## src/hdl/pvp_pkg.sv

```systemverilog
package pvp_pkg;

  // Field and datapath widths.
  localparam int CoefW      = 16;
  localparam int PtW        = 20;
  localparam int ProdW      = CoefW + PtW;
  localparam int AccW       = 38;
  localparam int CamW       = 26;
  localparam int MagW       = 26;
  localparam int FracW      = 16;
  localparam int DvdW       = MagW + FracW;
  localparam int DivBits    = 6;
  localparam int DivStages  = DvdW / DivBits;
  localparam int SclW       = 32;
  localparam int UW         = 45;
  localparam int UMagW      = UW - 1;
  localparam int HalfW      = UMagW / 2;
  localparam int PartW      = HalfW + SclW;
  localparam int FullW      = UMagW + SclW + 1;
  localparam int RW         = 41;
  localparam int FinW       = 44;
  localparam int PipeStages = 7 + DivStages;

  // Register indexes on the configuration port.
  typedef enum logic [2:0] {
    CFG_ROW_X  = 3'd0,
    CFG_ROW_Y  = 3'd1,
    CFG_ROW_Z  = 3'd2,
    CFG_TRANS  = 3'd3,
    CFG_SCALE  = 3'd4,
    CFG_OFFSET = 3'd5,
    CFG_HEIGHT = 3'd6
  } cfg_idx_e;

  typedef struct packed {
    logic signed [PtW-1:0] point_x;
    logic signed [PtW-1:0] point_y;
    logic signed [PtW-1:0] point_z;
  } point_t;

  typedef struct packed {
    logic signed [31:0]    viewport_x;
    logic signed [31:0]    viewport_y;
    logic signed [PtW-1:0] camera_depth;
    logic                  depth_zero;
  } proj_t;

  // Saturate a wide signed value to 32 bits.
  function automatic logic signed [31:0] sat32(input logic signed [FinW-1:0] v);
    logic signed [31:0] r;
    if (v > 44'sd2147483647) begin
      r = 32'sh7fffffff;
    end else if (v < -44'sd2147483648) begin
      r = 32'sh80000000;
    end else begin
      r = v[31:0];
    end
    return r;
  endfunction

  // Saturate a camera coordinate to the depth field width.
  function automatic logic signed [PtW-1:0] sat_depth(input logic signed [CamW-1:0] v);
    logic signed [PtW-1:0] r;
    if (v > 26'sd524287) begin
      r = 20'sh7ffff;
    end else if (v < -26'sd524288) begin
      r = 20'sh80000;
    end else begin
      r = v[PtW-1:0];
    end
    return r;
  endfunction

endpackage

```

## src/hdl/pvp_div.sv

```systemverilog
// Pipelined unsigned restoring divider, a fixed number of quotient bits per stage.
module pvp_div (
  input  logic                             clk_i,
  input  logic                             en_i,
  input  logic [pvp_pkg::DvdW-1:0]         dividend_i,
  input  logic [pvp_pkg::MagW-1:0]         divisor_i,
  output logic [pvp_pkg::DvdW-1:0]         quot_o
);

  logic [pvp_pkg::MagW-1:0] rem_s [0:pvp_pkg::DivStages];
  logic [pvp_pkg::DvdW-1:0] num_s [0:pvp_pkg::DivStages];
  logic [pvp_pkg::DvdW-1:0] quo_s [0:pvp_pkg::DivStages];
  logic [pvp_pkg::MagW-1:0] den_s [0:pvp_pkg::DivStages];

  // The first stage starts from an empty remainder.
  assign rem_s[0] = '0;
  assign num_s[0] = dividend_i;
  assign quo_s[0] = '0;
  assign den_s[0] = divisor_i;

  for (genvar k = 0; k < pvp_pkg::DivStages; k++) begin : g_stage
    logic [pvp_pkg::MagW-1:0] rem_d;
    logic [pvp_pkg::DvdW-1:0] num_d;
    logic [pvp_pkg::DvdW-1:0] quo_d;
    logic [pvp_pkg::MagW-1:0] rem_q;
    logic [pvp_pkg::DvdW-1:0] num_q;
    logic [pvp_pkg::DvdW-1:0] quo_q;
    logic [pvp_pkg::MagW-1:0] den_q;

    // Shift in one dividend bit per step and subtract when the divisor fits.
    always_comb begin
      logic [pvp_pkg::MagW:0] trial;
      rem_d = rem_s[k];
      num_d = num_s[k];
      quo_d = quo_s[k];
      for (int i = 0; i < pvp_pkg::DivBits; i++) begin
        trial = {rem_d, num_d[pvp_pkg::DvdW-1]};
        num_d = {num_d[pvp_pkg::DvdW-2:0], 1'b0};
        if (trial >= {1'b0, den_s[k]}) begin
          trial = trial - {1'b0, den_s[k]};
          quo_d = {quo_d[pvp_pkg::DvdW-2:0], 1'b1};
        end else begin
          quo_d = {quo_d[pvp_pkg::DvdW-2:0], 1'b0};
        end
        rem_d = trial[pvp_pkg::MagW-1:0];
      end
    end

    always_ff @(posedge clk_i) begin
      if (en_i) begin
        rem_q <= rem_d;
        num_q <= num_d;
        quo_q <= quo_d;
        den_q <= den_s[k];
      end
    end

    assign rem_s[k+1] = rem_q;
    assign num_s[k+1] = num_q;
    assign quo_s[k+1] = quo_q;
    assign den_s[k+1] = den_q;
  end

  assign quot_o = quo_s[pvp_pkg::DivStages];

endmodule

```

## config.mk

```make
export PLATFORM = sky130hd
export DESIGN_NAME = pvp_div
export DESIGN_NICKNAME = d
export VERILOG_FILES = /design/src/hdl/pvp_pkg.sv /design/src/hdl/pvp_div.sv
export SDC_FILE = /design/constraint.sdc
export NUM_CORES = 2
export LEC_CHECK = 0
export ABC_AREA = 1
export ABC_CLOCK_PERIOD_IN_PS = 19400
export BUFFER_PORTS_ARGS = -buffer_cell sky130_fd_sc_hd__buf_2
export CELL_PAD_IN_SITES_DETAIL_PLACEMENT = 1
export CELL_PAD_IN_SITES_GLOBAL_PLACEMENT = 2
export CORE_ASPECT_RATIO = 1.25
export CORE_UTILIZATION = 38
export DETAILED_ROUTE_END_ITERATION = 6
export GPL_TIMING_DRIVEN = 1
export PLACE_DENSITY = 0.87
export SYNTH_ARGS = -nofsm -noshare
export SYNTH_HDL_FRONTEND = slang
export SYNTH_SLANG_ARGS = --single-unit
```

## constraint.sdc

```tcl
create_clock -name clk_i -period 19.4 [get_ports clk_i]
set_input_delay 1.94 -clock clk_i [delete_from_list [all_inputs] [get_ports clk_i]]
set_output_delay 1.94 -clock clk_i [all_outputs]
set_load 0.02 [all_outputs]
```

==> impl_metrics.yaml <==
status:
  outcome: "finished, violations left"
  violations: "design-rule violations"
yosys:
  synth_area_leaders: "edfxtp_1 (21%), nand2_1 (16%), ha_1 (16%)"
  synth_edf_count: 606
  synth-warning-count: 0
  syn_avg_cell_area_sq_um: 6.76
  async_reset_ff_frac: 0
  yosys.area.top_type: "edfxtp_1"
  syn_nets: 13800
  synth_seq_area_share: 0.213
  synth.ff_latch_count: 606
  post-synth-top-count-cell: "nand2_1"
  netlist.area_leader.share: 0.213
  netlist_instances: 12600
  synth_area_sq_um: 85400
  netlist_top_cells_count: "nand2_1 (3734), inv_1 (1474), a21oi_1 (1122)"
  ys.flop_type: "edfxtp_1"
  ys_types: 75
worst_setup_path:
  worst-path-max-fanout: 31
  cp-start-kind: "flip-flop"
  crit_arrival_ns: 18.56
  end_kind: "flip-flop"
  path_class: "reg2reg"
  critical_path_required_ns: 19.86
  critPathMostFrequentCell: "nand2_1"
  crit_path_max_incr_delay_ns: 0.67
  slowest_stage: "o21ai_0"
timing:
  worst_pin_slew_ns: 1.21
  clock_skew_ns: 0.0517
  final-setup-viol-count: 0
  max_slew_margin: 0.192
  hold_viol: 0
  drv_slew: 0
  period_needed_ns: 18.10
  fin_hold_ws_ns: 0.408
  fmax_mhz: 55.2
  post-route-period-util: 0.933
grt:
  grt_pass1_wl_mm: 539
  grt_max_degree: 91
  grt_pass1_vias: 91400
  antenna_found_initial: 12
  overflow: 0
  gr-usage-all-layers: 0.305
detailed_routing:
  drc_errors: 3
  totalWireLength_mm: 355
  wl_per_cell_microns: 22.5
  postRouteAntennaNets: 0
  drt_first_iter_violations: 4991
  drt_pass1_iterations: 7
  vias: 87900
  via_per_inst: 5.57
placement:
  place_congestion: 0.993
  hpwlAfterDp_mm: 297
  io_buffers: 111
run:
  cap_violations: 0
clock_tree:
  insertion_delay_ns: 0.75
  cts_htree_levels: 3
  hold_buffers: 0
  post_cts_buffers: 0
  path_clk_slew_ns: 0.07
  cts_made_buffers: 77
  cts_tree: "done"
  clockBufferDepth: 3
  cts_sinks: 606
  cts_root_buf: "clkbuf_16"
  cts.repair.resized: 0
floorplanning:
  rows: 194
  die_h_microns: 532
  fp.coreArea_sq_um: 223000
  num_io_pins: 112
  die_x_microns: 426
  start_util: 0.382
  dieArea_sq_um: 227000
layout:
  drive_gt1_frac: 0.0500
  multi_input_area_sq_um: 60300
  area_growth_pct: 8.36
  regArea_sq_um: 18200
  fin_nets: 13900
  final.fill_count: 29000
min_path:
  hp-class: "reg2reg"
critical path, delay by kind of cell, from the launching register on:
| kind | cells | cell delay (ns) |
|---|---|---|
| compound gates | 26 | 6.24 |
| simple gates | 40 | 5.35 |
| buf+inv | 12 | 3.46 |
| fa+ha+maj | 6 | 2.24 |
| flops | 1 | 0.46 |
registers in the layout, indices dropped and copies added, names as in the netlist:
register and flops:
g_stage.den_q 156, g_stage.num_q 126, g_stage.quo_q 126, g_stage.rem_q 156
quot_o 42
area by class of cell:
cell class / instances / area share
Tap cell: 2940 / 0.0398
Clock buffer: 82 / 0.0210
Clock inverter: 61 / 0.00991
Timing Repair Buffer: 263 / 0.0188
Sequential cell: 606 / 0.197
Inverter: 1512 / 0.0616
Timing Repair inverter: 1 / 0.0000541
Multi-Input combinational cell: 10300 / 0.652
Antenna cell: 3 / 0.0000811
placed cells by master, fill, tap and decap left out, drive strengths merged, types with 40 or more instances in the layout:
cell type     n
ha         1068
nand2      3791
nor3        160
nor4         68
fa           40
o21a         43
a21o         87
buf         263
o21bai       78
xnor2       397
nor2        677
or2          47
xor2        483
nand4       189
inv        1518
a21oi      1137
nand3       783
edfxtp      606
o21ai       948
a31oi        73
clkbuf       82
per-stage QoR:
step | utilization | worst slack, ns | area (sq um) | TNS (ns) | std cells
finish | 0.414 | 1.30 | 92500 | 0 | 15800
global route | 0.414 | -0.00712 | 92500 | -0.00712 | 15800
CTS | 0.414 | 0.154 | 92500 | 0 | 15800
detailed placement | 0.401 | 0.320 | 89600 | 0 | 15600
global placement | 0.401 | 0.497 | 89600 | 0 | 15600
floorplan | - | 4.79 | 85400 | 0 | 12600
kinds of logic after synthesis:
kind of cell    after synthesis  share of synthesized area
compound gates             2557                      0.165
xor+xnor                    880                     0.0903
fa+ha+maj                  1108                      0.166
buf+inv                    1720                     0.0807
flops                       606                      0.213
simple gates               5757                      0.285
path summary, 6_finish.rpt:
path | start | to | slack (ns) | cells past startpoint
setup reg to reg | g_stage[1].den_q[18]$_DFFE_PP_ | g_stage[2].rem_q[21]$_DFFE_PP_ | 1.30 | 84
hold reg to reg | g_stage[0].num_q[25]$_DFFE_PP_ | g_stage[1].num_q[31]$_DFFE_PP_ | 0.41 | 0
hold / removal | g_stage[0].num_q[25]$_DFFE_PP_ | g_stage[1].num_q[31]$_DFFE_PP_ | 0.41 | 0
setup / recovery | g_stage[1].den_q[18]$_DFFE_PP_ | g_stage[2].rem_q[21]$_DFFE_PP_ | 1.30 | 84
routing by layer:
| metal | GRT usage | wire (microns) |
|---|---|---|
| met3 | 0.0242 | 10900 |
| met5 | 0 | 179 |
| met1 | 0.357 | 147000 |
| met4 | 0.145 | 19100 |
| met2 | 0.554 | 178000 |
Power is left out: the tool's default activity adds up to more than one toggle a clock period on the data nets, which glitch-free logic cannot reach.
